### config.mk
export PLATFORM = sky130hd
export DESIGN_NAME = fm_sound_chip_timers_and_sine_tones
export DESIGN_NICKNAME = d
export VERILOG_FILES = /design/src/sv/fmst_pkg.sv /design/src/sv/fm_sound_chip_timers_and_sine_tones.sv /design/src/sv/fmst_datapath.sv /design/src/sv/fmst_ctrl.sv
export SDC_FILE = /design/constraint.sdc
export NUM_CORES = 1
export LEC_CHECK = 0
export ABC_AREA = 1
export BUFFER_PORTS_ARGS = -buffer_cell sky130_fd_sc_hd__buf_4
export CORE_MARGIN = 1
export CORE_UTILIZATION = 50
export DETAILED_ROUTE_END_ITERATION = 16
export PLACE_DENSITY = 0.68
export SYNTH_ARGS = -nofsm -noshare
export SYNTH_HDL_FRONTEND = slang
export SYNTH_SLANG_ARGS = --single-unit
export TNS_END_PERCENT = 1
### constraint.sdc
create_clock -name clk_i -period 8.2 [get_ports clk_i]
set_input_delay 0.41 -clock clk_i [delete_from_list [all_inputs] [get_ports clk_i]]
set_output_delay 0.41 -clock clk_i [all_outputs]
set_load 0.02 [all_outputs]
### src/sv/fmst_pkg.sv
// Shared types, codes and ROM tables for the FM timer and sine tone block.
package fmst_pkg;

  localparam int unsigned NumChan = 6;
  localparam int unsigned ChanW = 3;

  typedef enum logic [2:0] {
    KIND_ADDR1 = 3'd0,
    KIND_ADDR2 = 3'd1,
    KIND_DATA  = 3'd2,
    KIND_STAT  = 3'd3,
    KIND_TICK  = 3'd4
  } kind_e;

  localparam logic [7:0] RegTimerAHi = 8'h24;
  localparam logic [7:0] RegTimerALo = 8'h25;
  localparam logic [7:0] RegTimerB   = 8'h26;
  localparam logic [7:0] RegTimerCtl = 8'h27;
  localparam logic [7:0] RegKeyOn    = 8'h28;
  localparam logic [7:0] RegDacData  = 8'h2a;
  localparam logic [7:0] RegDacEn    = 8'h2b;
  localparam logic [7:0] RegFnumLo0  = 8'ha0;
  localparam logic [7:0] RegFnumLo2  = 8'ha2;
  localparam logic [7:0] RegFnumHi0  = 8'ha4;
  localparam logic [7:0] RegFnumHi2  = 8'ha6;
  localparam logic [11:0] Atten      = 12'd1536;

  // Commands from the controller to the datapath.
  typedef struct packed {
    logic           wr_addr;
    logic           grp;
    logic           wr_data;
    logic           tick_timers;
    logic           clr_sum;
    logic           chan_step;
    logic [ChanW-1:0] chan;
  } fmst_cmd_t;

  function automatic logic [2:0] key_chan(input logic [2:0] sel);
    case (sel)
      3'd0: key_chan = 3'd0;
      3'd1: key_chan = 3'd1;
      3'd2: key_chan = 3'd2;
      3'd4: key_chan = 3'd3;
      3'd5: key_chan = 3'd4;
      3'd6: key_chan = 3'd5;
      default: key_chan = 3'd0;
    endcase
  endfunction

  localparam logic [11:0] LogSine [256] = '{
    12'h859,12'h6c3,12'h607,12'h58b,12'h52e,12'h4e4,12'h4a6,12'h471,12'h443,12'h41a,12'h3f5,
    12'h3d3,12'h3b5,12'h398,12'h37e,12'h365,
    12'h34e,12'h339,12'h324,12'h311,12'h2ff,12'h2ed,12'h2dc,12'h2cd,12'h2bd,12'h2af,12'h2a0,
    12'h293,12'h286,12'h279,12'h26d,12'h261,
    12'h256,12'h24b,12'h240,12'h236,12'h22c,12'h222,12'h218,12'h20f,12'h206,12'h1fd,12'h1f5,
    12'h1ec,12'h1e4,12'h1dc,12'h1d4,12'h1cd,
    12'h1c5,12'h1be,12'h1b7,12'h1b0,12'h1a9,12'h1a2,12'h19b,12'h195,12'h18f,12'h188,12'h182,
    12'h17c,12'h177,12'h171,12'h16b,12'h166,
    12'h160,12'h15b,12'h155,12'h150,12'h14b,12'h146,12'h141,12'h13c,12'h137,12'h133,12'h12e,
    12'h129,12'h125,12'h121,12'h11c,12'h118,
    12'h114,12'h10f,12'h10b,12'h107,12'h103,12'h0ff,12'h0fb,12'h0f8,12'h0f4,12'h0f0,12'h0ec,
    12'h0e9,12'h0e5,12'h0e2,12'h0de,12'h0db,
    12'h0d7,12'h0d4,12'h0d1,12'h0cd,12'h0ca,12'h0c7,12'h0c4,12'h0c1,12'h0be,12'h0bb,12'h0b8,
    12'h0b5,12'h0b2,12'h0af,12'h0ac,12'h0a9,
    12'h0a7,12'h0a4,12'h0a1,12'h09f,12'h09c,12'h099,12'h097,12'h094,12'h092,12'h08f,12'h08d,
    12'h08a,12'h088,12'h086,12'h083,12'h081,
    12'h07f,12'h07d,12'h07a,12'h078,12'h076,12'h074,12'h072,12'h070,12'h06e,12'h06c,12'h06a,
    12'h068,12'h066,12'h064,12'h062,12'h060,
    12'h05e,12'h05c,12'h05b,12'h059,12'h057,12'h055,12'h053,12'h052,12'h050,12'h04e,12'h04d,
    12'h04b,12'h04a,12'h048,12'h046,12'h045,
    12'h043,12'h042,12'h040,12'h03f,12'h03e,12'h03c,12'h03b,12'h039,12'h038,12'h037,12'h035,
    12'h034,12'h033,12'h031,12'h030,12'h02f,
    12'h02e,12'h02d,12'h02b,12'h02a,12'h029,12'h028,12'h027,12'h026,12'h025,12'h024,12'h023,
    12'h022,12'h021,12'h020,12'h01f,12'h01e,
    12'h01d,12'h01c,12'h01b,12'h01a,12'h019,12'h018,12'h017,12'h017,12'h016,12'h015,12'h014,
    12'h014,12'h013,12'h012,12'h011,12'h011,
    12'h010,12'h00f,12'h00f,12'h00e,12'h00d,12'h00d,12'h00c,12'h00c,12'h00b,12'h00a,12'h00a,
    12'h009,12'h009,12'h008,12'h008,12'h007,
    12'h007,12'h007,12'h006,12'h006,12'h005,12'h005,12'h005,12'h004,12'h004,12'h004,12'h003,
    12'h003,12'h003,12'h002,12'h002,12'h002,
    12'h002,12'h001,12'h001,12'h001,12'h001,12'h001,12'h001,12'h001,12'h000,12'h000,12'h000,
    12'h000,12'h000,12'h000,12'h000,12'h000
  };

  localparam logic [10:0] ExpTab [256] = '{
    11'h7fa,11'h7f5,11'h7ef,11'h7ea,11'h7e4,11'h7df,11'h7da,11'h7d4,11'h7cf,11'h7c9,11'h7c4,
    11'h7bf,11'h7b9,11'h7b4,11'h7ae,11'h7a9,
    11'h7a4,11'h79f,11'h799,11'h794,11'h78f,11'h78a,11'h784,11'h77f,11'h77a,11'h775,11'h770,
    11'h76a,11'h765,11'h760,11'h75b,11'h756,
    11'h751,11'h74c,11'h747,11'h742,11'h73d,11'h738,11'h733,11'h72e,11'h729,11'h724,11'h71f,
    11'h71a,11'h715,11'h710,11'h70b,11'h706,
    11'h702,11'h6fd,11'h6f8,11'h6f3,11'h6ee,11'h6e9,11'h6e5,11'h6e0,11'h6db,11'h6d6,11'h6d2,
    11'h6cd,11'h6c8,11'h6c4,11'h6bf,11'h6ba,
    11'h6b5,11'h6b1,11'h6ac,11'h6a8,11'h6a3,11'h69e,11'h69a,11'h695,11'h691,11'h68c,11'h688,
    11'h683,11'h67f,11'h67a,11'h676,11'h671,
    11'h66d,11'h668,11'h664,11'h65f,11'h65b,11'h657,11'h652,11'h64e,11'h649,11'h645,11'h641,
    11'h63c,11'h638,11'h634,11'h630,11'h62b,
    11'h627,11'h623,11'h61e,11'h61a,11'h616,11'h612,11'h60e,11'h609,11'h605,11'h601,11'h5fd,
    11'h5f9,11'h5f5,11'h5f0,11'h5ec,11'h5e8,
    11'h5e4,11'h5e0,11'h5dc,11'h5d8,11'h5d4,11'h5d0,11'h5cc,11'h5c8,11'h5c4,11'h5c0,11'h5bc,
    11'h5b8,11'h5b4,11'h5b0,11'h5ac,11'h5a8,
    11'h5a4,11'h5a0,11'h59c,11'h599,11'h595,11'h591,11'h58d,11'h589,11'h585,11'h581,11'h57e,
    11'h57a,11'h576,11'h572,11'h56f,11'h56b,
    11'h567,11'h563,11'h560,11'h55c,11'h558,11'h554,11'h551,11'h54d,11'h549,11'h546,11'h542,
    11'h53e,11'h53b,11'h537,11'h534,11'h530,
    11'h52c,11'h529,11'h525,11'h522,11'h51e,11'h51b,11'h517,11'h514,11'h510,11'h50c,11'h509,
    11'h506,11'h502,11'h4ff,11'h4fb,11'h4f8,
    11'h4f4,11'h4f1,11'h4ed,11'h4ea,11'h4e7,11'h4e3,11'h4e0,11'h4dc,11'h4d9,11'h4d6,11'h4d2,
    11'h4cf,11'h4cc,11'h4c8,11'h4c5,11'h4c2,
    11'h4be,11'h4bb,11'h4b8,11'h4b5,11'h4b1,11'h4ae,11'h4ab,11'h4a8,11'h4a4,11'h4a1,11'h49e,
    11'h49b,11'h498,11'h494,11'h491,11'h48e,
    11'h48b,11'h488,11'h485,11'h482,11'h47e,11'h47b,11'h478,11'h475,11'h472,11'h46f,11'h46c,
    11'h469,11'h466,11'h463,11'h460,11'h45d,
    11'h45a,11'h457,11'h454,11'h451,11'h44e,11'h44b,11'h448,11'h445,11'h442,11'h43f,11'h43c,
    11'h439,11'h436,11'h433,11'h430,11'h42d,
    11'h42a,11'h428,11'h425,11'h422,11'h41f,11'h41c,11'h419,11'h416,11'h414,11'h411,11'h40e,
    11'h40b,11'h408,11'h406,11'h403,11'h400
  };

endpackage

### src/sv/fm_sound_chip_timers_and_sine_tones.sv
// Top level of the FM timer and sine tone block.
// A status read returns its result the cycle after it is taken. A sample tick
// steps the timers and clears the sum as it is taken, then steps the six channels
// one at a time through the shared log-sine and exp lookup and accumulator, then
// registers the mixed level. In DAC mode the last channel adds the DAC byte.
// The next transaction is taken once the result register has been emptied.
module fm_sound_chip_timers_and_sine_tones (
  input  logic              clk_i,
  input  logic              rst_ni,
  input  logic              in_valid_i,
  output logic              in_ready_o,
  input  logic [2:0]        kind_i,
  input  logic [7:0]        bus_value_i,
  output logic              out_valid_o,
  input  logic              out_ready_i,
  output logic [7:0]        status_byte_o,
  output logic signed [9:0] mixed_level_o,
  output logic              is_level_o
);
  import fmst_pkg::*;

  fmst_cmd_t  cmd;
  logic [1:0] flags;
  logic [9:0] sum;

  fmst_ctrl u_ctrl (
    .clk_i, .rst_ni, .in_valid_i, .in_ready_o, .kind_i,
    .out_valid_o, .out_ready_i, .status_byte_o, .mixed_level_o, .is_level_o,
    .cmd_o(cmd), .flags_i(flags), .sum_i(sum)
  );

  fmst_datapath u_dp (
    .clk_i, .rst_ni, .cmd_i(cmd), .bus_value_i,
    .flags_o(flags), .sum_o(sum)
  );

endmodule

### src/sv/fmst_datapath.sv
// Register file, timers, phase accumulators, sine lookup and level mixer.
module fmst_datapath (
  input  logic              clk_i,
  input  logic              rst_ni,
  input  fmst_pkg::fmst_cmd_t cmd_i,
  input  logic [7:0]        bus_value_i,
  output logic [1:0]        flags_o,
  output logic [9:0]        sum_o
);
  import fmst_pkg::*;

  logic [7:0]  addr_q;
  logic        grp_q;
  logic [9:0]  ta_rel_q;
  logic [7:0]  tb_rel_q;
  logic [10:0] ta_cnt_q;
  logic [8:0]  tb_cnt_q;
  logic [3:0]  tb_pre_q;
  logic [7:0]  tctl_q;
  logic [1:0]  flags_q;
  logic [NumChan-1:0] key_q;
  logic [7:0]  fhi_q   [NumChan];
  logic [16:0] step_q  [NumChan];
  logic [19:0] phase_q [NumChan];
  logic [7:0]  dac_q;
  logic [7:0]  dac_mode_q;
  logic [9:0]  sum_q;

  // Data write decode
  logic [2:0]  base;
  logic        is_lo, is_hi;
  logic [2:0]  fch;
  logic [10:0] fnum;
  logic [17:0] fsh;
  logic [2:0]  kch;
  logic [7:0]  d;

  assign d     = bus_value_i;
  assign base  = grp_q ? 3'd3 : 3'd0;
  assign is_lo = (addr_q >= RegFnumLo0) && (addr_q <= RegFnumLo2);
  assign is_hi = (addr_q >= RegFnumHi0) && (addr_q <= RegFnumHi2);
  assign fch   = base + (is_lo ? 3'(addr_q - RegFnumLo0) : 3'(addr_q - RegFnumHi0));
  assign fnum  = {fhi_q[fch][2:0], d};
  assign fsh   = 18'({7'd0, fnum} << fhi_q[fch][5:3]);
  assign kch   = key_chan(d[2:0]);

  // Channel level for the channel being stepped
  logic [19:0] ph_new;
  logic [9:0]  p;
  logic [7:0]  idx;
  logic [11:0] att;
  logic [11:0] mag;
  logic [9:0]  lvl;
  logic [7:0]  dac_lvl;

  assign ph_new  = phase_q[cmd_i.chan] + 20'(step_q[cmd_i.chan]);
  assign p       = ph_new[19:10];
  assign idx     = p[8] ? ~p[7:0] : p[7:0];
  assign att     = LogSine[idx] + Atten;
  assign mag     = 12'(({ExpTab[att[7:0]], 1'b0} >> att[11:8]) >> 1);
  assign lvl     = p[9] ? 10'(-mag) : 10'(mag);
  assign dac_lvl = dac_q - 8'd128;
  logic use_dac;
  assign use_dac = (cmd_i.chan == 3'(NumChan - 1)) && dac_mode_q[7];

  logic [10:0] ta_inc;
  logic [8:0]  tb_inc;
  logic [3:0]  pre_inc;
  assign ta_inc  = ta_cnt_q + 11'd1;
  assign tb_inc  = tb_cnt_q + 9'd1;
  assign pre_inc = tb_pre_q + 4'd1;

  always_ff @(posedge clk_i or negedge rst_ni) begin
    if (!rst_ni) begin
      addr_q <= '0; grp_q <= 1'b0; ta_rel_q <= '0; tb_rel_q <= '0;
      ta_cnt_q <= '0; tb_cnt_q <= '0; tb_pre_q <= '0; tctl_q <= '0;
      flags_q <= '0; key_q <= '0; dac_q <= '0; dac_mode_q <= '0; sum_q <= '0;
      for (int i = 0; i < NumChan; i++) begin
        fhi_q[i] <= '0; step_q[i] <= '0; phase_q[i] <= '0;
      end
    end else begin
      if (cmd_i.wr_addr) begin
        addr_q <= d;
        grp_q  <= cmd_i.grp;
      end
      if (cmd_i.wr_data) begin
        if (is_lo) begin
          step_q[fch] <= fsh[17:1];
        end else if (is_hi) begin
          fhi_q[fch] <= d;
        end else if (!grp_q) begin
          case (addr_q)
            RegTimerAHi: ta_rel_q[9:2] <= d;
            RegTimerALo: ta_rel_q[1:0] <= d[1:0];
            RegTimerB:   tb_rel_q <= d;
            RegTimerCtl: begin
              if (!tctl_q[0] && d[0]) ta_cnt_q <= {1'b0, ta_rel_q};
              if (!tctl_q[1] && d[1]) tb_cnt_q <= {1'b0, tb_rel_q};
              tctl_q  <= d;
              flags_q <= flags_q & ~d[5:4];
            end
            RegKeyOn: begin
              if (!key_q[kch] && d[7]) phase_q[kch] <= '0;
              key_q[kch] <= d[7];
            end
            RegDacData: dac_q <= d;
            RegDacEn:   dac_mode_q <= d;
            default: ;
          endcase
        end
      end
      if (cmd_i.tick_timers) begin
        if (tctl_q[0]) begin
          if (ta_inc[10]) begin
            ta_cnt_q <= {1'b0, ta_rel_q};
            if (tctl_q[2]) flags_q[0] <= 1'b1;
          end else begin
            ta_cnt_q <= ta_inc;
          end
        end
        tb_pre_q <= pre_inc;
        if (tctl_q[1] && pre_inc == 4'd0) begin
          if (tb_inc[8]) begin
            tb_cnt_q <= {1'b0, tb_rel_q};
            if (tctl_q[3]) flags_q[1] <= 1'b1;
          end else begin
            tb_cnt_q <= tb_inc;
          end
        end
      end
      if (cmd_i.clr_sum) sum_q <= '0;
      if (cmd_i.chan_step) begin
        if (use_dac) begin
          sum_q <= sum_q + {{2{dac_lvl[7]}}, dac_lvl[7:0]};
        end else begin
          phase_q[cmd_i.chan] <= ph_new;
          sum_q <= sum_q + lvl;
        end
      end
    end
  end

  assign flags_o = flags_q;
  assign sum_o   = sum_q;

endmodule

### src/sv/fmst_ctrl.sv
// Sequencer: decodes transactions, steps channels and holds the result register.
module fmst_ctrl (
  input  logic                clk_i,
  input  logic                rst_ni,
  input  logic                in_valid_i,
  output logic                in_ready_o,
  input  logic [2:0]          kind_i,
  output logic                out_valid_o,
  input  logic                out_ready_i,
  output logic [7:0]          status_byte_o,
  output logic signed [9:0]   mixed_level_o,
  output logic                is_level_o,
  output fmst_pkg::fmst_cmd_t cmd_o,
  input  logic [1:0]          flags_i,
  input  logic [9:0]          sum_i
);
  import fmst_pkg::*;

  typedef enum logic [1:0] {S_IDLE, S_CHAN, S_DONE} state_e;

  state_e state_q;
  logic [ChanW-1:0] chan_q;
  logic out_valid_q;
  logic [7:0] stat_q;
  logic [9:0] lvl_q;
  logic is_lvl_q;
  logic acc;

  assign in_ready_o = (state_q == S_IDLE) && !out_valid_q;
  assign acc = in_valid_i && in_ready_o;

  always_comb begin
    cmd_o = '0;
    cmd_o.chan = chan_q;
    cmd_o.grp = (kind_i == KIND_ADDR2);
    if (acc) begin
      cmd_o.wr_addr = (kind_i == KIND_ADDR1) || (kind_i == KIND_ADDR2);
      cmd_o.wr_data = (kind_i == KIND_DATA);
      cmd_o.tick_timers = (kind_i == KIND_TICK);
      cmd_o.clr_sum = (kind_i == KIND_TICK);
    end
    cmd_o.chan_step = (state_q == S_CHAN);
  end

  always_ff @(posedge clk_i or negedge rst_ni) begin
    if (!rst_ni) begin
      state_q <= S_IDLE;
      chan_q <= '0;
      out_valid_q <= 1'b0;
      stat_q <= '0;
      lvl_q <= '0;
      is_lvl_q <= 1'b0;
    end else begin
      if (out_valid_q && out_ready_i) out_valid_q <= 1'b0;
      case (state_q)
        S_IDLE: begin
          if (acc && kind_i == KIND_STAT) begin
            stat_q <= {6'd0, flags_i};
            lvl_q <= '0;
            is_lvl_q <= 1'b0;
            out_valid_q <= 1'b1;
          end else if (acc && kind_i == KIND_TICK) begin
            chan_q <= '0;
            state_q <= S_CHAN;
          end
        end
        S_CHAN: begin
          if (chan_q == 3'(NumChan - 1)) state_q <= S_DONE;
          else chan_q <= chan_q + 3'd1;
        end
        S_DONE: begin
          stat_q <= '0;
          lvl_q <= sum_i;
          is_lvl_q <= 1'b1;
          out_valid_q <= 1'b1;
          state_q <= S_IDLE;
        end
        default: state_q <= S_IDLE;
      endcase
    end
  end

  assign out_valid_o = out_valid_q;
  assign status_byte_o = stat_q;
  assign mixed_level_o = lvl_q;
  assign is_level_o = is_lvl_q;

`ifndef SYNTHESIS
  a_no_accept_busy: assert property (@(posedge clk_i) disable iff (!rst_ni)
    (state_q != S_IDLE) |-> !in_ready_o) else $error("accept while busy");
  a_tick_result: assert property (@(posedge clk_i) disable iff (!rst_ni)
    (state_q == S_DONE) |=> (out_valid_q && is_lvl_q)) else $error("tick lost");
  a_chan_range: assert property (@(posedge clk_i) disable iff (!rst_ni)
    (state_q == S_CHAN) |-> (chan_q < 3'(NumChan))) else $error("bad channel");
`endif

endmodule
==> results of run 1 <==
## cell type report
class	instances	area, um^2
timing repair buffer	573	4820
clock inverter	13	176
sequential	359	8990
fill	4022	15700
inverter	368	1410
multi-input combinational	2561	14100
tap	607	759
clock buffer	54	1080
## critical path, delay by kind of cell (launching register included)
family	cells	cell delay, ns
compound gates	11	1.55
fa+ha+maj	5	1.38
flops	1	0.41
buf+inv	13	1.41
simple gates	38	3.36
xor+xnor	1	0.20
## Yosys cell counts, types with 6 or more instances
| cell | instances | share of area [%] |
|---|---|---|
| sky130_fd_sc_hd__a21oi_1 | 82 | 1.7 |
| sky130_fd_sc_hd__a221oi_1 | 11 | 0.40 |
| sky130_fd_sc_hd__a22o_1 | 6 | 0.22 |
| sky130_fd_sc_hd__a22oi_1 | 54 | 1.7 |
| sky130_fd_sc_hd__a31oi_1 | 12 | 0.31 |
| sky130_fd_sc_hd__buf_2 | 29 | 0.61 |
| sky130_fd_sc_hd__buf_4 | 24 | 0.75 |
| sky130_fd_sc_hd__buf_6 | 14 | 0.66 |
| sky130_fd_sc_hd__clkbuf_1 | 93 | 1.5 |
| sky130_fd_sc_hd__clkinv_1 | 6 | 0.094 |
| sky130_fd_sc_hd__dfrtp_1 | 359 | 37 |
| sky130_fd_sc_hd__ha_1 | 62 | 3.2 |
| sky130_fd_sc_hd__inv_1 | 349 | 5.5 |
| sky130_fd_sc_hd__inv_2 | 11 | 0.17 |
| sky130_fd_sc_hd__nand2_1 | 1061 | 17 |
| sky130_fd_sc_hd__nand2_2 | 21 | 0.55 |
| sky130_fd_sc_hd__nand2_4 | 9 | 0.42 |
| sky130_fd_sc_hd__nand3_1 | 412 | 8.6 |
| sky130_fd_sc_hd__nand3_2 | 12 | 0.50 |
| sky130_fd_sc_hd__nand4_1 | 28 | 0.73 |
| sky130_fd_sc_hd__nor2_1 | 166 | 2.6 |
| sky130_fd_sc_hd__nor2_2 | 10 | 0.26 |
| sky130_fd_sc_hd__nor3_1 | 19 | 0.40 |
| sky130_fd_sc_hd__nor4_1 | 7 | 0.18 |
| sky130_fd_sc_hd__o2111ai_1 | 14 | 0.51 |
| sky130_fd_sc_hd__o211ai_1 | 28 | 0.88 |
| sky130_fd_sc_hd__o21ai_0 | 350 | 7.3 |
| sky130_fd_sc_hd__o21ai_1 | 8 | 0.17 |
| sky130_fd_sc_hd__o221ai_1 | 9 | 0.33 |
| sky130_fd_sc_hd__o22ai_1 | 87 | 2.3 |
| sky130_fd_sc_hd__xnor2_1 | 10 | 0.37 |
| sky130_fd_sc_hd__xor2_1 | 16 | 0.58 |
## placed cells by master (no fill, tap or decap), types with 15 or more instances in the layout
| cell | instances |
|---|---|
| sky130_fd_sc_hd__nand2_1 | 991 |
| sky130_fd_sc_hd__buf_4 | 514 |
| sky130_fd_sc_hd__nand3_1 | 375 |
| sky130_fd_sc_hd__dfrtp_1 | 357 |
| sky130_fd_sc_hd__o21ai_0 | 339 |
| sky130_fd_sc_hd__inv_1 | 332 |
| sky130_fd_sc_hd__nor2_1 | 152 |
| sky130_fd_sc_hd__o22ai_1 | 85 |
| sky130_fd_sc_hd__a21oi_1 | 67 |
| sky130_fd_sc_hd__nand2_2 | 65 |
| sky130_fd_sc_hd__a22oi_1 | 48 |
| sky130_fd_sc_hd__ha_1 | 41 |
| sky130_fd_sc_hd__nand3_2 | 38 |
| sky130_fd_sc_hd__clkbuf_16 | 38 |
| sky130_fd_sc_hd__nand2_4 | 34 |
| sky130_fd_sc_hd__buf_12 | 31 |
| sky130_fd_sc_hd__nand4_1 | 28 |
| sky130_fd_sc_hd__o211ai_1 | 28 |
| sky130_fd_sc_hd__inv_2 | 22 |
| sky130_fd_sc_hd__buf_6 | 22 |
| sky130_fd_sc_hd__nor3_1 | 17 |
| sky130_fd_sc_hd__nor2_2 | 17 |
| sky130_fd_sc_hd__a21oi_2 | 17 |
| sky130_fd_sc_hd__xor2_1 | 15 |
## final timing paths
check	cells past startpoint	to	start	slack [ns]
max	68	u_dp.sum_o[9]$_DFFE_PN0P_	u_ctrl.chan_q[1]$_DFFE_PN0P_	-0.19
min	2	u_ctrl.out_valid_o$_DFF_PN0_	out_ready_i	0.07
max reg2reg	68	u_dp.sum_o[9]$_DFFE_PN0P_	u_ctrl.chan_q[1]$_DFFE_PN0P_	-0.19
min reg2reg	2	u_dp.step_q[6]$_DFFE_PN0P_	u_dp.step_q[6]$_DFFE_PN0P_	0.49
max in group asynchronous	3	u_ctrl.chan_q[0]$_DFFE_PN0P_	rst_ni	6.03
min in group asynchronous	2	u_dp.step_q[12]$_DFFE_PN0P_	rst_ni	0.51
## stage by stage
step / hold WS (ns) / utilization, % / area [um^2] / TNS [ns]
5_1_grt: 0.0731 / 66.6 / 31300 / -1.76
3_5_place_dp: 0.473 / 59.9 / 28100 / -1.95
2_1_floorplan: 0.114 / - / 24000 / 0
4_1_cts: 0.0530 / 64.4 / 30300 / 0
3_3_place_gp: 0.464 / 59.9 / 28100 / -1.06
6_report: 0.0686 / 66.6 / 31300 / -0.195
## cell families after synthesis
group           count (synthesis)  synth area share [%]
compound gates                693                  16.9
xor+xnor                       31                  1.34
fa+ha+maj                      65                  3.49
buf+inv                       532                  9.32
flops                         359                  37.5
mux                             1                0.0470
other cells                     1                0.0156
simple gates                 1762                  31.4
## state kept, by name, summed over array words and instances (netlist names), 4 cells and up
name / flops
u_dp.tctl_q: 4
u_dp.tb_pre_q: 4
u_dp.sum_o: 10
u_dp.addr_q: 8
u_dp.fhi_q: 36
u_dp.tb_rel_q: 8
u_dp.ta_rel_q: 10
u_dp.ta_cnt_q: 11
u_dp.tb_cnt_q: 9
u_ctrl.mixed_level_o: 10
u_dp.key_q: 6
u_dp.step_q: 102
u_dp.phase_q: 120
u_dp.dac_q: 8
## per-layer routing
layer | part of all wire (%) | up-vias | GRT usage [%]
li1 | - | 12388 | -
met1 | 40 | 12550 | 43.4
met2 | 49 | 1185 | 58.1
met3 | 7.0 | 235 | 3.98
met4 | 4.2 | 0 | 15.6
met5 | 0 | - | 0
## what timing repair did
item | in CTS | in global routing
resized for setup | 173 | 147
hold buffers | 1 | 0
endpoints found under the setup margin | 5 | 7
cloned | 1 | 3
hold endpoints to repair | 103 | 0
pin swaps | 42 | 87
buffers inserted | 22 | 39
==> results.json, run 1 <==
{
  "synth_top_flop_cell": "sky130_fd_sc_hd__dfrtp_1",
  "die_y_um": 221,
  "max_freq_mhz": 119,
  "ctsHtreeMaxLevel": 2,
  "cts_sinks": 359,
  "ys_seq_area_share_pct": 37.5,
  "clock_latency_on_the_worst_skew_pair_ns": 0.54,
  "syn_area_um2": 24000,
  "largest_net_degree_at_the_start_of_global_routing": 173,
  "initial_utilization_pct": 51.1,
  "detailroute.via_count": 26358,
  "grtUsageTotal_pct": 34.1,
  "post_cts_clock_slew_at_the_launch_and_capture_registers_of_the_worst_setup_and_hold_paths_ns": 0.06,
  "final_min_period_over_clock_period_pct": 102,
  "cp-start-kind": "register",
  "place_congestion": 1.01,
  "cap_viol_max_count": 0,
  "antenna_violating_nets_post_route": 0,
  "critical-path-slowest-cell": "sky130_fd_sc_hd__dfrtp_1",
  "portBuffers": 29,
  "setup_repair_after_global_routing_missed_its_margin": "true",
  "final_cell_count_no_fill": 4535,
  "asyncSetResetFlopFracSynth_pct": 100,
  "drt-wirelength-per-cell_um": 18.8,
  "setup_violators_final": 1,
  "die-width_um": 221,
  "timing.critical_path.required_ns": 8.67,
  "grt_remaining_overflow": 0,
  "synth-edff-count": 0,
  "area_growth_syn_to_layout_pct": 30.5,
  "drc": 0,
  "cts_tree": "done",
  "core.rowCount": 79,
  "route.detailed.vias_per_inst": 5.81,
  "timing.final.crit_period_ns": 8.39,
  "slew_headroom_pct": 27.9,
  "antenna_cells": 0,
  "synth.distinct_cells": 60,
  "dp_hpwl_um": 61100,
  "postSynthRegisterBits": 359,
  "critical_path.max_fanout": 7,
  "setup.worst_path.end_class": "register",
  "outcome": "complete, but fails checks",
  "num-nets-final": 3980,
  "clk_path_buf_depth": 3,
  "cp_common_cell": "sky130_fd_sc_hd__nand2_1",
  "post-route-worst-setup-slack_ns": -0.195,
  "finClkSkew_ns": 0.0183,
  "yosys_warnings": 0,
  "timing_worst_setup_path_type": "reg -> reg",
  "top_level_ports": 36,
  "floorplan.core_area_um2": 47000,
  "place_inst": 4402,
  "vias_in_the_first_global_route": 25639,
  "hold_viol": 0,
  "clockRootBuffer": "sky130_fd_sc_hd__clkbuf_16",
  "critical-path-max-stage-delay_ns": 0.41,
  "die_area_um2": 48800,
  "final_layout_size_suffix_gt1_share_pct": 23.9,
  "firstDrtPassIters": 6,
  "synthesis.instances": 3444,
  "dpl_worst_slack_ns": -0.694,
  "synth_area_per_cell_um2": 6.96,
  "detail_route.iter0.violations": 2632,
  "initial_antenna_violation_count": 0,
  "grt_pass1_wl_um": 135000,
  "violations_in_the_final_reports": "negative setup slack",
  "slew_violations": 0,
  "number_of_clock_buffers_inserted_by_tritoncts": 37,
  "finalWirelength_um": 85300,
  "worstPathArrival_ns": 8.87,
  "worstMarginPinSlew_ns": 1.07,
  "min_path_type": "in -> reg"
}
Power of run 1 is not shown: default switching activity piles up to over one toggle a cycle in this logic, so the estimate is an artifact.
==> run 2, diff against run 1 <==
--- a/config.mk
+++ b/config.mk
@@ -14,4 +14,4 @@
 export SYNTH_ARGS = -nofsm -noshare
 export SYNTH_HDL_FRONTEND = slang
 export SYNTH_SLANG_ARGS = --single-unit
-export TNS_END_PERCENT = 1
+export TNS_END_PERCENT = 30
==> constraint.sdc (replaced) <==
create_clock -name clk_i -period 8.2 [get_ports clk_i]
set_input_delay 1.64 -clock clk_i [delete_from_list [all_inputs] [get_ports clk_i]]
set_output_delay 1.64 -clock clk_i [all_outputs]
set_load 0.1 [all_outputs]
==> run 2 against run 1 <==
- the run still ends with negative setup slack left
- global-route usage is 0.22 points lower
- count of clock-buffer cells in the layout is 2 lower
- clock skew rose by 0.0015 ns
- cell count about the same
- routed wire length about the same
- sequential share of layout area is 0.40 points lower
- core utilization up 0.96 points
- register-to-register slack hardly changed
- non-clock buffer count is 6 higher
- critical path depth fell by 2
- setup slack got worse by 0.0087 ns
- largest cell class unchanged
==> results.json, run 2 (synthesized netlist as in run 1, its figures left out) <==
{
  "outcome": "complete, but fails checks",
  "violations_in_the_final_reports": "negative setup slack",
  "largest_register": "u_dp.phase_q",
  "regToRegStartpoint": "u_ctrl.chan_q[1]$_DFFE_PN0P_",
  "antenna_cells": 0,
  "vias_in_the_first_global_route": 25461,
  "reg2reg_depth": 66,
  "final_layout_size_suffix_gt1_share_pct": 25.5,
  "cap_viol_max_count": 0,
  "fill_cells": 3874,
  "setup.worst_path.end_class": "register",
  "dp_hpwl_um": 60900,
  "finalWirelength_um": 85300,
  "num-nets-final": 3983,
  "biggest_registers_after_layout": "u_dp.phase_q (120), u_dp.step_q (102), u_dp.fhi_q (36)",
  "slew_headroom_pct": 27.5,
  "dpl_worst_slack_ns": -0.599,
  "area_growth_syn_to_layout_pct": 32.4,
  "critical-path-slowest-cell": "sky130_fd_sc_hd__dfrtp_2",
  "timing.critical_path.required_ns": 8.67,
  "timing.final.crit_period_ns": 8.40,
  "route.detailed.vias_per_inst": 5.82,
  "largest_reg_flops": 120,
  "cts_sinks": 359,
  "top_level_ports": 36,
  "antenna_violating_nets_post_route": 0,
  "cts_tree": "done",
  "clockRootBuffer": "sky130_fd_sc_hd__clkbuf_16",
  "most-common-layout-cells": "957 x sky130_fd_sc_hd__nand2_1, 509 x sky130_fd_sc_hd__buf_4, 362 x sky130_fd_sc_hd__nand3_1, 356 x sky130_fd_sc_hd__dfrtp_1, 333 x sky130_fd_sc_hd__o21ai_0",
  "hold_viol": 0,
  "worstPathArrival_ns": 8.87,
  "core.rowCount": 79,
  "setup_violators_final": 2,
  "finClkSkew_ns": 0.0198,
  "drt-wirelength-per-cell_um": 18.8,
  "die-width_um": 221,
  "routed.top_layer": "met4",
  "portBuffers": 29,
  "worstSetupStartpoint": "u_ctrl.chan_q[1]$_DFFE_PN0P_",
  "max_freq_mhz": 119,
  "detailroute.via_count": 26402,
  "grtUsageTotal_pct": 33.8,
  "whs_path_depth": 2,
  "die_y_um": 221,
  "critical-path-max-stage-delay_ns": 0.43,
  "post-route-worst-setup-slack_ns": -0.204,
  "grt_remaining_overflow": 0,
  "layout.cells.most_common": "sky130_fd_sc_hd__nand2_1",
  "hp-start": "u_dp.step_q[64]$_DFFE_PN0P_",
  "ctsHtreeMaxLevel": 2,
  "clock_latency_on_the_worst_skew_pair_ns": 0.54,
  "multiInputGateArea_um2": 14400,
  "min_path_type": "reg -> reg",
  "critical_path.max_fanout": 7,
  "timing_worst_setup_path_type": "reg -> reg",
  "initial_antenna_violation_count": 0,
  "grt_pass1_wl_um": 134000,
  "firstDrtPassIters": 6,
  "cp_common_cell": "sky130_fd_sc_hd__nand2_1",
  "die_area_um2": 48800,
  "cp-start-kind": "register",
  "regArea_um2": 8990,
  "clk_path_buf_depth": 3,
  "final_min_period_over_clock_period_pct": 102,
  "slew_violations": 0,
  "post_cts_clock_slew_at_the_launch_and_capture_registers_of_the_worst_setup_and_hold_paths_ns": 0.07,
  "number_of_clock_buffers_inserted_by_tritoncts": 36,
  "drc": 0,
  "initial_utilization_pct": 51.1,
  "largest_net_degree_at_the_start_of_global_routing": 127,
  "floorplan.core_area_um2": 47000,
  "dr_wl_met3_um": 5510,
  "worstMarginPinSlew_ns": 1.08,
  "tns_ns": -0.260,
  "total_routed_wire_length_on_the_met1_layer_um": 34500,
  "detailroute.wirelength.met2_um": 41300,
  "setup_repair_after_global_routing_missed_its_margin": "true",
  "place_congestion": 1.02,
  "detail_route.iter0.violations": 2379
}
==> run 2: critical path: cells and delay by family, from the launching register on <==
kind	cells	cell delay, ns
xor gates and xnor gates	1	0.21
AOI/OAI and AO/OA	10	1.35
and+or+nand+nor	37	3.70
DFF	1	0.43
adders and majority gates	5	1.30
buffers and inverters	13	1.34
==> run 2: through the flow <==
step | std cells | utilization (%) | instance area, um^2 | hold WS (ns)
after floorplan | 3449 | - | 24000 | 0.443
after global placement | 4404 | 59.9 | 28100 | 0.464
after detailed placement | 4404 | 59.9 | 28100 | 0.471
after CTS | 4489 | 64.1 | 30100 | 0.486
after global routing | 4538 | 67.6 | 31700 | 0.499
final | 4538 | 67.6 | 31700 | 0.485
==> run 2: layout make-up <==
type / instances / share of cell area (%)
multi-input cells: 2559 / 45.3
flip-flops and latches: 359 / 28.3
repair buffers: 579 / 15.7
inverters: 368 / 4.48
clock buffers: 52 / 3.32
well taps: 607 / 2.39
clock inverters: 14 / 0.501
==> run 2: worst paths after layout <==
| path | to | slack (ns) |
|---|---|---|
| max | u_dp.sum_o[9]$_DFFE_PN0P_ | -0.20 |
| min | u_dp.step_q[64]$_DFFE_PN0P_ | 0.49 |
| max reg2reg | u_dp.sum_o[9]$_DFFE_PN0P_ | -0.20 |
| min reg2reg | u_dp.step_q[64]$_DFFE_PN0P_ | 0.49 |
| max in group asynchronous | u_dp.ta_rel_q[2]$_DFFE_PN0P_ | 5.46 |
| min in group asynchronous | u_dp.step_q[95]$_DFFE_PN0P_ | 1.16 |
==> run 2: timing repair <==
item	in CTS	in global routing
pin swaps	39	117
cloned	0	3
hold buffers	0	0
setup buffers	19	46
setup endpoints to repair	5	7
gates resized for setup	159	279
==> run 2: layer usage <==
metal / GRT usage, % / up-vias
li1: - / 12384
met1: 43.1 / 12589
met2: 57.9 / 1144
met3: 3.90 / 285
met4: 15.2 / 0
met5: 0 / -
Power of run 2 is left out for the same reason.
==> run 3, diff against run 2 <==
--- a/config.mk
+++ b/config.mk
@@ -10,7 +10,8 @@
 export CORE_MARGIN = 1
 export CORE_UTILIZATION = 50
 export DETAILED_ROUTE_END_ITERATION = 16
-export PLACE_DENSITY = 0.68
+export PLACE_DENSITY = 0.66
+export RECOVER_POWER = 50
 export SYNTH_ARGS = -nofsm -noshare
 export SYNTH_HDL_FRONTEND = slang
 export SYNTH_SLANG_ARGS = --single-unit
==> constraint.sdc (replaced) <==
create_clock -name clk_i -period 8.1 [get_ports clk_i]
set_input_delay 1.62 -clock clk_i [delete_from_list [all_inputs] [get_ports clk_i]]
set_output_delay 1.62 -clock clk_i [all_outputs]
set_load 0.1 [all_outputs]
==> run 3 against run 2 <==
- the run ends with max-capacitance violations, max-slew violations, negative setup slack left
- maximum frequency grew 1.5%
- clock skew up 0.0074 ns
- flip-flop and latch count did not move
- sequential share of layout area rose by 1.3 points
- critical endpoint unchanged
==> results.json, run 3 (synthesized netlist as in run 1, its figures left out) <==
{
  "portBuffers": 29,
  "layout.core_utilization_pct": 64.7,
  "violations_in_the_final_reports": "max-capacitance violations, max-slew violations, negative setup slack",
  "clk_path_buf_depth": 3,
  "initial_antenna_violation_count": 0,
  "critical_path.max_fanout": 17,
  "place_congestion": 0.966,
  "fill_cells": 4208,
  "number_of_clock_buffers_inserted_by_tritoncts": 36,
  "worstReg2RegEnd": "u_dp.sum_o[9]$_DFFE_PN0P_",
  "grt_pass1_wl_um": 138000,
  "min_to": "u_dp.fhi_q[45]$_DFFE_PN0P_",
  "cts_sinks": 359,
  "largest_net_degree_at_the_start_of_global_routing": 128,
  "min_path_type": "reg -> reg",
  "detail_route.iter0.violations": 2070,
  "ctsHtreeMaxLevel": 2,
  "worstMarginPinSlew_ns": 5.78,
  "biggest_registers_after_layout": "u_dp.phase_q (120), u_dp.step_q (102), u_dp.fhi_q (36)",
  "finalWirelength_um": 84900,
  "timing.critical_path.required_ns": 8.56,
  "die_area_um2": 48800,
  "route.detailed.vias_per_inst": 5.80,
  "firstDrtPassIters": 6,
  "reg2reg_depth": 62,
  "grtUsageTotal_pct": 34.7,
  "post-route-worst-setup-slack_ns": -0.181,
  "r2r_slack_ns": -0.18,
  "vias_in_the_first_global_route": 25749,
  "antenna_violating_nets_post_route": 0,
  "area_growth_syn_to_layout_pct": 26.6,
  "clock_latency_on_the_worst_skew_pair_ns": 0.54,
  "outcome": "complete, but fails checks",
  "critical-path-max-stage-delay_ns": 0.46,
  "setup_repair_after_global_routing_missed_its_margin": "true",
  "worstPathBufferInverterCount": 7,
  "slew_violations": 147,
  "die-width_um": 221,
  "critical-path-slowest-cell": "sky130_fd_sc_hd__dfrtp_2",
  "worstPathArrival_ns": 8.74,
  "final_min_period_over_clock_period_pct": 102,
  "die_y_um": 221,
  "detailroute.via_count": 26071,
  "drc": 0,
  "slew_headroom_pct": -286,
  "setup_violators_final": 1,
  "dpl-instance-area_um2": 28100,
  "cts_tree": "done",
  "cp_common_cell": "sky130_fd_sc_hd__nand2_1",
  "max_freq_mhz": 121,
  "hp-start": "u_dp.fhi_q[45]$_DFFE_PN0P_",
  "dp_hpwl_um": 61700,
  "cap_viol_max_count": 2,
  "dpl_worst_slack_ns": -0.714,
  "num-nets-final": 3945,
  "stdcell_area_um2": 30400,
  "hold_viol": 0,
  "floorplan.core_area_um2": 47000,
  "layout.cells.most_common": "sky130_fd_sc_hd__nand2_1",
  "path_delay_family": "simple AND/OR/NAND/NOR gates",
  "whs_path_depth": 2,
  "initial_utilization_pct": 51.1,
  "final_layout_size_suffix_gt1_share_pct": 20.4,
  "most-common-layout-cells": "1,028 x sky130_fd_sc_hd__nand2_1, 472 x sky130_fd_sc_hd__buf_4, 396 x sky130_fd_sc_hd__nand3_1, 357 x sky130_fd_sc_hd__dfrtp_1, 344 x sky130_fd_sc_hd__o21ai_0",
  "clockRootBuffer": "sky130_fd_sc_hd__clkbuf_16",
  "largest_reg_flops": 120,
  "finClkSkew_ns": 0.0272,
  "drt-wirelength-per-cell_um": 18.9,
  "antenna_cells": 0,
  "cp-start-kind": "register",
  "top_level_ports": 36,
  "regToRegStartpoint": "u_ctrl.chan_q[2]$_DFFE_PN0P_",
  "post_cts_clock_slew_at_the_launch_and_capture_registers_of_the_worst_setup_and_hold_paths_ns": 0.07,
  "timing_worst_setup_path_type": "reg -> reg",
  "largest_register": "u_dp.phase_q",
  "setup.worst_path.end_class": "register",
  "timing.final.crit_period_ns": 8.28,
  "worstSetupStartpoint": "u_ctrl.chan_q[2]$_DFFE_PN0P_",
  "grt_remaining_overflow": 0,
  "core.rowCount": 79
}
run 3: cell types whose count changed in the layout (fill, tap and decap cells not counted), sizes merged:
cell,change
buf,-58
clkbuf,+15
bufinv,+4
clkinv,-2
clkinvlp,-2
bufbuf,+1
clkdlybuf4s25,+1
run 3: cell type report:
class	instances	area (um^2)	share of cell area [%]
clock buffer	49	1030	3.39
clock inverter	14	268	0.882
sequential	359	8990	29.6
tap	607	759	2.50
inverter	368	1400	4.60
multi-input combinational	2559	13500	44.5
timing repair buffer	541	4410	14.5
run 3: per-stage QoR:
step / TNS, ns / hold slack (ns) / std cells
after global routing: -22.12 / 0.495 / 4497
after detailed placement: -2.35 / 0.472 / 4406
final: -0.181 / 0.486 / 4497
after global placement: -1.87 / 0.456 / 4406
after CTS: -0.0135 / 0.489 / 4497
after floorplan: 0 / 0.443 / 3449
run 3: worst min-delay path, stage by stage, from the launching register on:
cell	delay, ns
sky130_fd_sc_hd__dfrtp_1	0.34
sky130_fd_sc_hd__nand2_1	0.05
sky130_fd_sc_hd__o21ai_0	0.06
run 3: what timing repair did:
action / in CTS / in global routing
setup buffers: 25 / 0
gates resized for setup: 179 / 8
endpoints found under the setup margin: 6 / 7
pin swaps: 41 / 2
hold buffers: 0 / 0
gates cloned: 3 / 0
run 3: layer usage:
layer	GRT usage (%)	wire [um]	vias to the layer above
li1	-	-	12300
met1	44.6	35200	12537
met2	59.4	41200	1010
met3	3.60	5060	224
met4	14.5	3460	0
met5	0	0	-
run 3: worst max-delay path by stage:
| stage | slack, ns | endpoint | depth (start not counted) |
|---|---|---|---|
| floorplan | 0.05 | u_dp.sum_o[9]$_DFFE_PN0P_ | 60 |
| global placement | -0.69 | u_dp.sum_o[9]$_DFFE_PN0P_ | 67 |
| detailed placement | -0.71 | u_dp.sum_o[9]$_DFFE_PN0P_ | 66 |
| CTS | -0.01 | u_dp.sum_o[9]$_DFFE_PN0P_ | 68 |
| global route | -1.0 | u_dp.sum_o[9]$_DFFE_PN0P_ | 68 |
| finish | -0.18 | u_dp.sum_o[9]$_DFFE_PN0P_ | 62 |
Power of run 3 is left out for the same reason.
